==> src/rtl/core/tps_pkg.sv <==
// Shared types and constants of the text pretokenizer splitter.
package tps_pkg;

  localparam int unsigned BYTE_W        = 8;
  localparam int unsigned CLASS_W       = 3;
  localparam int unsigned SHOWN_COUNT_W = 16;

  // Class of one text byte, as shown on the result channel.
  typedef enum logic [CLASS_W-1:0] {
    CLS_SPACE = 3'd0,
    CLS_CR    = 3'd1,
    CLS_LF    = 3'd2,
    CLS_WORD  = 3'd3,
    CLS_OTHER = 3'd4
  } byte_class_t;

  // Kind of chunk left open by the bytes seen so far.
  typedef enum logic [1:0] {
    KIND_NONE   = 2'd0,
    KIND_SPACES = 2'd1,
    KIND_WORD   = 2'd2,
    KIND_CR     = 2'd3
  } chunk_kind_t;

  // Request from the top level to the chunk tracker for one item.
  typedef struct packed {
    logic        advance;
    byte_class_t cls;
    logic        last;
  } trk_req_t;

  // Response of the chunk tracker for the item presented to it.
  typedef struct packed {
    logic        first;
    chunk_kind_t kind;
  } trk_rsp_t;

endpackage

==> src/rtl/core/tps_if.sv <==
// Valid/ready channel interfaces for text bytes and marked result bytes.
interface tps_in_if;
  logic       valid;
  logic       ready;
  logic [7:0] text_byte;
  logic       last_of_text;

  modport source (output valid, output text_byte, output last_of_text, input ready);
  modport sink   (input valid, input text_byte, input last_of_text, output ready);
endinterface

interface tps_out_if;
  logic        valid;
  logic        ready;
  logic [7:0]  byte_out;
  logic        first_of_chunk;
  logic [2:0]  byte_class;
  logic [15:0] chunk_total;
  logic        text_done;

  modport source (output valid, output byte_out, output first_of_chunk,
                  output byte_class, output chunk_total, output text_done,
                  input ready);
  modport sink   (input valid, input byte_out, input first_of_chunk,
                  input byte_class, input chunk_total, input text_done,
                  output ready);
endinterface

==> src/rtl/core/tps_classifier.sv <==
// Byte classifier: space/tab, CR, LF, word byte or other.
module tps_classifier (
  input  logic [tps_pkg::BYTE_W-1:0] byte_i,
  output tps_pkg::byte_class_t       cls_o
);
  import tps_pkg::*;

  logic is_lower;
  logic is_upper;
  logic is_digit;

  assign is_lower = (byte_i >= 8'h61) && (byte_i <= 8'h7A);
  assign is_upper = (byte_i >= 8'h41) && (byte_i <= 8'h5A);
  assign is_digit = (byte_i >= 8'h30) && (byte_i <= 8'h39);

  always_comb begin
    priority if ((byte_i == 8'h20) || (byte_i == 8'h09)) begin
      cls_o = CLS_SPACE;
    end else if (byte_i == 8'h0D) begin
      cls_o = CLS_CR;
    end else if (byte_i == 8'h0A) begin
      cls_o = CLS_LF;
    end else if (is_lower || is_upper || is_digit || byte_i[7]) begin
      cls_o = CLS_WORD;
    end else begin
      cls_o = CLS_OTHER;
    end
  end

endmodule

==> src/rtl/core/tps_chunk_tracker.sv <==
// Chunk tracker: open chunk kind and saturating chunk counter.
module tps_chunk_tracker #(
  parameter int unsigned COUNT_WIDTH = 16
) (
  input  logic                   clk,
  input  logic                   rst_n,
  input  tps_pkg::trk_req_t      req_i,
  output tps_pkg::trk_rsp_t      rsp_o,
  output logic [COUNT_WIDTH-1:0] count_o
);
  import tps_pkg::*;

  chunk_kind_t            kind_r;
  chunk_kind_t            kind_nxt;
  chunk_kind_t            kind_follow;
  logic [COUNT_WIDTH-1:0] count_r;
  logic [COUNT_WIDTH-1:0] count_nxt;
  logic [COUNT_WIDTH-1:0] count_shown;
  logic                   first;

  // Kind left open after a byte that starts a chunk or ends a space run.
  function automatic chunk_kind_t kind_after(byte_class_t c);
    chunk_kind_t k;
    unique case (c)
      CLS_SPACE: k = KIND_SPACES;
      CLS_CR:    k = KIND_CR;
      CLS_WORD:  k = KIND_WORD;
      default:   k = KIND_NONE;
    endcase
    return k;
  endfunction

  always_comb begin
    kind_follow = kind_after(req_i.cls);
    unique case (kind_r)
      KIND_SPACES: begin
        first    = 1'b0;
        kind_nxt = kind_follow;
      end
      KIND_WORD: begin
        first    = (req_i.cls != CLS_WORD);
        kind_nxt = kind_follow;
      end
      KIND_CR: begin
        first    = (req_i.cls != CLS_LF);
        kind_nxt = first ? kind_follow : KIND_NONE;
      end
      default: begin
        first    = 1'b1;
        kind_nxt = kind_follow;
      end
    endcase
  end

  assign count_shown = (first && (count_r != '1)) ? count_r + 1'b1 : count_r;
  assign count_nxt   = req_i.last ? '0 : count_shown;

  always_ff @(posedge clk) begin
    if (!rst_n) begin
      kind_r  <= KIND_NONE;
      count_r <= '0;
    end else if (req_i.advance) begin
      kind_r  <= req_i.last ? KIND_NONE : kind_nxt;
      count_r <= count_nxt;
    end
  end

  assign rsp_o.first = first;
  assign rsp_o.kind  = kind_r;
  assign count_o     = count_shown;

endmodule

==> src/rtl/core/text_pretokenizer_splitter_core.sv <==
// Top level of the text pretokenizer splitter: input stage, classifier, tracker, result stage.

// The block takes a text one byte per item and returns one result item per byte:
// the byte itself, its class, a mark telling whether it begins a new
// pre-tokenization chunk, the running chunk count of the text (including the
// chunk this byte belongs to) and a done flag on the last byte. A byte
// enters an input register, is classified and matched against the open chunk
// kind combinationally, and then lands in the result register, so one item
// is accepted every cycle while the output is not stalled, and each result is
// offered on out_ch from the result register. The one-cycle rate is set by
// the open-chunk state register, which is read and updated once per byte. The
// input and result registers let a new byte enter while a finished result
// still waits; in_ch.ready falls only when both are full and out_ch.ready is
// low. The chunk counter is COUNT_WIDTH bits wide and saturates; the reported
// chunk_total holds at 65535 when the counter runs past it. The byte marked
// last_of_text returns the open kind and the counter to their reset values.
module text_pretokenizer_splitter_core #(
  parameter int unsigned COUNT_WIDTH = 16
) (
  input  logic      clk,
  input  logic      rst_n,
  tps_in_if.sink    in_ch,
  tps_out_if.source out_ch
);
  import tps_pkg::*;

  // Input stage.
  logic              s1_valid_r;
  logic [BYTE_W-1:0] s1_byte_r;
  logic              s1_last_r;

  // Result stage.
  logic                     out_valid_r;
  logic [BYTE_W-1:0]        out_byte_r;
  logic                     out_first_r;
  byte_class_t              out_cls_r;
  logic [SHOWN_COUNT_W-1:0] out_count_r;
  logic                     out_done_r;

  logic                     s2_open;
  logic                     s2_load;
  logic                     s1_open;
  logic                     in_take;
  byte_class_t              s1_cls;
  trk_req_t                 trk_req;
  trk_rsp_t                 trk_rsp;
  logic [COUNT_WIDTH-1:0]   trk_count;
  logic [SHOWN_COUNT_W-1:0] count_clip;

  // The result register frees up when empty or when its item is taken; the
  // input register frees up when empty or when its item moves on.
  assign s2_open = !out_valid_r || out_ch.ready;
  assign s2_load = s1_valid_r && s2_open;
  assign s1_open = !s1_valid_r || s2_open;
  assign in_take = in_ch.valid && s1_open;

  assign in_ch.ready = s1_open;

  tps_classifier u_classifier (
    .byte_i (s1_byte_r),
    .cls_o  (s1_cls)
  );

  // The tracker only moves its state when the item really enters the
  // result register, so stalls never repeat or drop an update.
  assign trk_req.advance = s2_load;
  assign trk_req.cls     = s1_cls;
  assign trk_req.last    = s1_last_r;

  tps_chunk_tracker #(
    .COUNT_WIDTH (COUNT_WIDTH)
  ) u_tracker (
    .clk     (clk),
    .rst_n   (rst_n),
    .req_i   (trk_req),
    .rsp_o   (trk_rsp),
    .count_o (trk_count)
  );

  // The reported count is 16 bits; a wider counter is clipped to all ones.
  generate
    if (COUNT_WIDTH > SHOWN_COUNT_W) begin : g_clip
      assign count_clip = (|trk_count[COUNT_WIDTH-1:SHOWN_COUNT_W]) ?
                          '1 : trk_count[SHOWN_COUNT_W-1:0];
    end else begin : g_extend
      assign count_clip = SHOWN_COUNT_W'(trk_count);
    end
  endgenerate

  always_ff @(posedge clk) begin
    if (!rst_n) begin
      s1_valid_r  <= 1'b0;
      out_valid_r <= 1'b0;
    end else begin
      if (s1_open) begin
        s1_valid_r <= in_ch.valid;
      end
      if (s2_open) begin
        out_valid_r <= s1_valid_r;
      end
    end
  end

  always_ff @(posedge clk) begin
    if (in_take) begin
      s1_byte_r <= in_ch.text_byte;
      s1_last_r <= in_ch.last_of_text;
    end
    if (s2_load) begin
      out_byte_r  <= s1_byte_r;
      out_first_r <= trk_rsp.first;
      out_cls_r   <= s1_cls;
      out_count_r <= count_clip;
      out_done_r  <= s1_last_r;
    end
  end

  assign out_ch.valid          = out_valid_r;
  assign out_ch.byte_out       = out_byte_r;
  assign out_ch.first_of_chunk = out_first_r;
  assign out_ch.byte_class     = out_cls_r;
  assign out_ch.chunk_total    = out_count_r;
  assign out_ch.text_done      = out_done_r;

`ifndef SYNTHESIS
  // After the last byte of a text moves on, no chunk is left open.
  a_last_closes: assert property (@(posedge clk) disable iff (!rst_n)
    s2_load && s1_last_r |=> trk_rsp.kind == KIND_NONE)
    else $error("open chunk kind not cleared after last byte");

  // Outside a run of leading blanks, a byte of class other always begins a
  // chunk of its own.
  a_other_first: assert property (@(posedge clk) disable iff (!rst_n)
    s2_load && s1_cls == CLS_OTHER && trk_rsp.kind != KIND_SPACES |-> trk_rsp.first)
    else $error("other byte did not begin a chunk");

  // An LF continues a chunk only right after a CR or after leading blanks.
  a_lf_after_cr: assert property (@(posedge clk) disable iff (!rst_n)
    s2_load && s1_cls == CLS_LF && trk_rsp.kind != KIND_CR &&
    trk_rsp.kind != KIND_SPACES |-> trk_rsp.first)
    else $error("LF joined a chunk not opened by CR");

  // A byte that continues a chunk belongs to a chunk that was counted.
  a_count_nonzero: assert property (@(posedge clk) disable iff (!rst_n)
    out_valid_r && !out_first_r |-> out_count_r != '0)
    else $error("continuing byte reported with zero chunk count");
`endif

endmodule
==> src/flat_wrapper.sv <==
// flat-port wrapper written by rule: the top's interface ports become plain ports
module text_pretokenizer_splitter_core_flat import tps_pkg::*;
#(
  parameter int unsigned COUNT_WIDTH = 16
)
  (clk, rst_n, in_ch_valid, in_ch_text_byte, in_ch_last_of_text, in_ch_ready, out_ch_valid, out_ch_byte_out, out_ch_first_of_chunk, out_ch_byte_class, out_ch_chunk_total, out_ch_text_done, out_ch_ready);
  tps_in_if in_ch_i ();
  tps_out_if out_ch_i ();
  input  logic clk;
  input  logic rst_n;
  input wire logic [$bits(in_ch_i.valid)-1:0] in_ch_valid;
  input wire logic [$bits(in_ch_i.text_byte)-1:0] in_ch_text_byte;
  input wire logic [$bits(in_ch_i.last_of_text)-1:0] in_ch_last_of_text;
  output wire logic [$bits(in_ch_i.ready)-1:0] in_ch_ready;
  output wire logic [$bits(out_ch_i.valid)-1:0] out_ch_valid;
  output wire logic [$bits(out_ch_i.byte_out)-1:0] out_ch_byte_out;
  output wire logic [$bits(out_ch_i.first_of_chunk)-1:0] out_ch_first_of_chunk;
  output wire logic [$bits(out_ch_i.byte_class)-1:0] out_ch_byte_class;
  output wire logic [$bits(out_ch_i.chunk_total)-1:0] out_ch_chunk_total;
  output wire logic [$bits(out_ch_i.text_done)-1:0] out_ch_text_done;
  input wire logic [$bits(out_ch_i.ready)-1:0] out_ch_ready;
  assign in_ch_i.valid = in_ch_valid;
  assign in_ch_i.text_byte = in_ch_text_byte;
  assign in_ch_i.last_of_text = in_ch_last_of_text;
  assign in_ch_ready = in_ch_i.ready;
  assign out_ch_valid = out_ch_i.valid;
  assign out_ch_byte_out = out_ch_i.byte_out;
  assign out_ch_first_of_chunk = out_ch_i.first_of_chunk;
  assign out_ch_byte_class = out_ch_i.byte_class;
  assign out_ch_chunk_total = out_ch_i.chunk_total;
  assign out_ch_text_done = out_ch_i.text_done;
  assign out_ch_i.ready = out_ch_ready;
  text_pretokenizer_splitter_core #(.COUNT_WIDTH(COUNT_WIDTH)) u_core (.clk(clk), .rst_n(rst_n), .in_ch(in_ch_i), .out_ch(out_ch_i));
endmodule
==> config.mk <==
export PLATFORM = sky130hd
export DESIGN_NAME = text_pretokenizer_splitter_core_flat
export DESIGN_NICKNAME = d
export VERILOG_FILES = /design/src/rtl/core/tps_pkg.sv /design/src/rtl/core/tps_if.sv /design/src/rtl/core/tps_classifier.sv /design/src/rtl/core/tps_chunk_tracker.sv /design/src/rtl/core/text_pretokenizer_splitter_core.sv /design/src/flat_wrapper.sv
export SDC_FILE = /design/constraint.sdc
export NUM_CORES = 1
export LEC_CHECK = 0
export BUFFER_PORTS_ARGS = -buffer_cell sky130_fd_sc_hd__buf_4
export CAP_MARGIN = 20
export CORE_MARGIN = 5
export CORE_UTILIZATION = 55
export DETAILED_ROUTE_END_ITERATION = 8
export HOLD_SLACK_MARGIN = 0.02
export PLACE_DENSITY = 0.77
export SETUP_SLACK_MARGIN = 0.2
export SYNTH_ARGS = -nofsm -noshare
export SYNTH_HDL_FRONTEND = slang
export SYNTH_SLANG_ARGS = --single-unit
==> constraint.sdc <==
create_clock -name clk -period 3.1 [get_ports clk]
set_input_delay 0.93 -clock clk [delete_from_list [all_inputs] [get_ports clk]]
set_output_delay 0.93 -clock clk [all_outputs]
set_load 0.01 [all_outputs]
==> impl_results.md <==
- Compound-gate portion of the synthesized area: 0.1200
- Number of remaining DRC errors: 0
- Synth Register Bits: 58
- Critical path type: reg2reg
- Setup Buffers After CTS: 0
- Static leakage: 0.001328 uW
- Via count: 2376
- Area grow syn2layout: 21.49%
- TNS Setup: 0 ns
- Core region area: 5107 sq um
- Filler Cells Inserted: 403
- Vias per cell: 5.985
- Die height: 82.60 um
- DR WL/cell: 16.51 um
- # resized after CTS: 0
- Place WS: 0.7240 ns
- Startpoint types: flop
- Ys Warns: 0
- Finished Layout Cells: 397
- Util after Layout: 0.6896
- Mapped Cells: 283
- CP required: 3.19 ns
- Post-synthesis mux area share: 0.003884
- Num CTS Buffers: 9
- Fmax: 416.3 MHz
- RSZ-0062 raised after global routing: false
- Pin count of the biggest net entering global routing: 35
- H-tree Lvls: 3
- Largest area contributor in the netlist: edfxtp_1
- CP Capture Type: flop
- Final Setup Violations: 0
- DP Cell Count: 381
- Pwr Total: 1833 uW
- R2r worst-path depth: 6
- Clock edge transition at the registers on the reported setup and hold paths: 0.06 ns
- Hold Vio Cnt, Final: 0
- Starting Density: 0.5676
- Area share of the largest cell type after synthesis: 0.3936
- Seq/Total Area, Yosys: 0.5317
- Clock Latency Late Sink: 0.34 ns
- Rows: 26
- Largest family of logic cells by synthesized area: simple AND/OR/NAND/NOR gates
- Worst Hold Class: reg2reg
- Total GRT Usage: 0.2042
- First DRT Iteration DRCs: 235
- CTS tree: done
- First-pass detailed-route iteration total: 5
- Normalized max-slew margin: 0.5860
- Pwr Density: 520.6 nW/um^2
- MaxCap Viol Count: 0
- GRT Residual Overflow: 0
- Top_reg_cell synth: edfxtp_1
- Post-synth EDFFs: 38
- Post-Syn Area: 2899 sq um
- First-pass GRT wire length: 10.31 mm
- Post-Synth Adder-Cell Area: 0.004316
- Maximum net fanout on the critical path: 7
- Max Slew Vio Count: 0
- PortBufs: 43
- Hold Crit Depth: 2
- Root Driver: clkbuf_8
- Die ar.: 6823 sq um
- Synth Net Count: 297
- Status: finished clean
- Bufs on Longest Clock Path: 2
- Number of diodes: 0
- Synth Area in XOR/XNOR: 0.04532
- Share of layout cells above drive strength 1: 0.2141
- Die Width: 82.60 um
- Synth Area in Simple Gates: 0.2572
- Worst EP arrival: 2.49 ns
- Initial antenna violation count: 0
- Post-layout nets: 336
- Worst Tran Pin Value: 0.6210 ns
- Period utilization: 0.7749
- # hold bufs at CTS: 0
- Vias in the first global route: 2081
- Mapped Avg Cell Area: 10.24 sq um
- Fraction of registers with async set/reset: 0
- Antenna Nets Post-Route: 0
- Max Clock Skew: 0.006141 ns
- Routed wire length: 6.555 mm
- Fin crit period: 2.402 ns
- PnR worst setup slack: 0.6978 ns
- Top post-synthesis cells by area: edfxtp_1 39%, dfxtp_1 14%, xor2_1 4.2%
- Distinct cells, synth: 51
- Clock sink total: 58
- Number of top-level pins: 44
- Post-DP HPWL: 4.330 mm
- GP Congestion: 0.8651
- Maximum vdd drop: 0.3436 mV
## logic make-up (layout without fill, tap and decap cells)
logic type | after synthesis | in the layout
AOI/OAI and AO/OA | 44 | 44
xor gates and xnor gates | 15 | 15
adders and majority gates | 1 | 1
buffers and inverters | 27 | 71
DFF | 58 | 58
muxes | 1 | 1
and+or+nand+nor | 137 | 137
## stage by stage
stage | instance area [sq um] | hold slack (ns)
after floorplan | 2899 | 0.4766
after global placement | 3281 | 0.5243
after detailed placement | 3281 | 0.5243
after CTS | 3522 | 0.5385
after global routing | 3522 | 0.5636
final | 3522 | 0.5403
## area by class of cell
cell class	instances	area (sq um)	share of cell area
Sequential cell	58	1541	0.4377
Multi-Input combinational cell	198	1249	0.3545
Timing Repair Buffer	49	380.4	0.1080
Clock buffer	10	137.6	0.03908
Clock inverter	6	103.9	0.02948
Tap cell	70	87.58	0.02487
Inverter	6	22.52	0.006394
## cell usage in the layout (no fill, tap or decap), drive strengths merged, types with 3 or more instances in the layout
cell type and count:
clkbuf 10, nor3 14, o211ai 8, a21oi 6
inv 5, and2 3, a31oi 4, nand3 21
nor2b 6, xor2 14, a32oi 3, nand2 20
nor4 10, nand4 15, dfxtp 20, or4 6
o221ai 3, buf 49, edfxtp 38, and3 6
and4 3, clkinv 4, bufinv 3, nor2 24
## power by group
group          internal (uW)  switching (uW)  leakage, uW  total (uW)
clock network            550             291     0.000124         841
logic                   49.3            69.7     0.000688         119
registers                852            21.0     0.000516         873
## sequential cells by signal (all words and copies together), names as in the netlist, 2 cells and up
signal and flops:
u_core.out_ch.chunk_total 16, u_core.s1_byte_r 8, u_core.out_ch.byte_out 8, u_core.u_tracker.count_r 16, u_core.out_ch.byte_class 3, u_core.u_tracker.kind_r 2
## layer usage
layer | GRT usage | share of wire | vias to the layer above
met5 | 0 | 0 | -
met3 | 0.05098 | 0.085 | 11
met2 | 0.2780 | 0.43 | 80
met4 | 0.1013 | 0.020 | 0
met1 | 0.2989 | 0.47 | 1109
li1 | - | - | 1176
## Yosys cell counts, types with 3 or more instances
cell type / instances
edfxtp_1: 38
nor2_1: 24
nand3_1: 21
dfxtp_1: 20
nand2_1: 20
nand4_1: 15
clkbuf_1: 14
nor3_1: 14
xor2_1: 14
nor4_1: 9
o211ai_1: 8
a21oi_1: 6
and3_1: 6
buf_2: 6
nor2b_1: 6
inv_1: 5
or4_1: 5
a31oi_1: 4
a32oi_1: 3
and2_1: 3
and4_1: 3
o221ai_1: 3
## worst paths after layout
kind	start	endpoint	slack [ns]
max	u_core.u_tracker.count_r[0]	u_core.out_ch.chunk_total[1]	0.70
min	u_core.u_tracker.count_r[1]	u_core.u_tracker.count_r[1]	0.54
max reg2reg	u_core.u_tracker.count_r[0]	u_core.out_ch.chunk_total[1]	0.70
min reg2reg	u_core.u_tracker.count_r[1]	u_core.u_tracker.count_r[1]	0.54
## worst max-delay path, cell delays in order, from the launching register on
cell and delay, ns:
dfxtp_1 0.44, ha_1 0.26, nand4_1 0.17, or4_1 0.62, nand3_1 0.24, nor2_1 0.11
mux2_1 0.32
(Power assumes the default switching activity.)
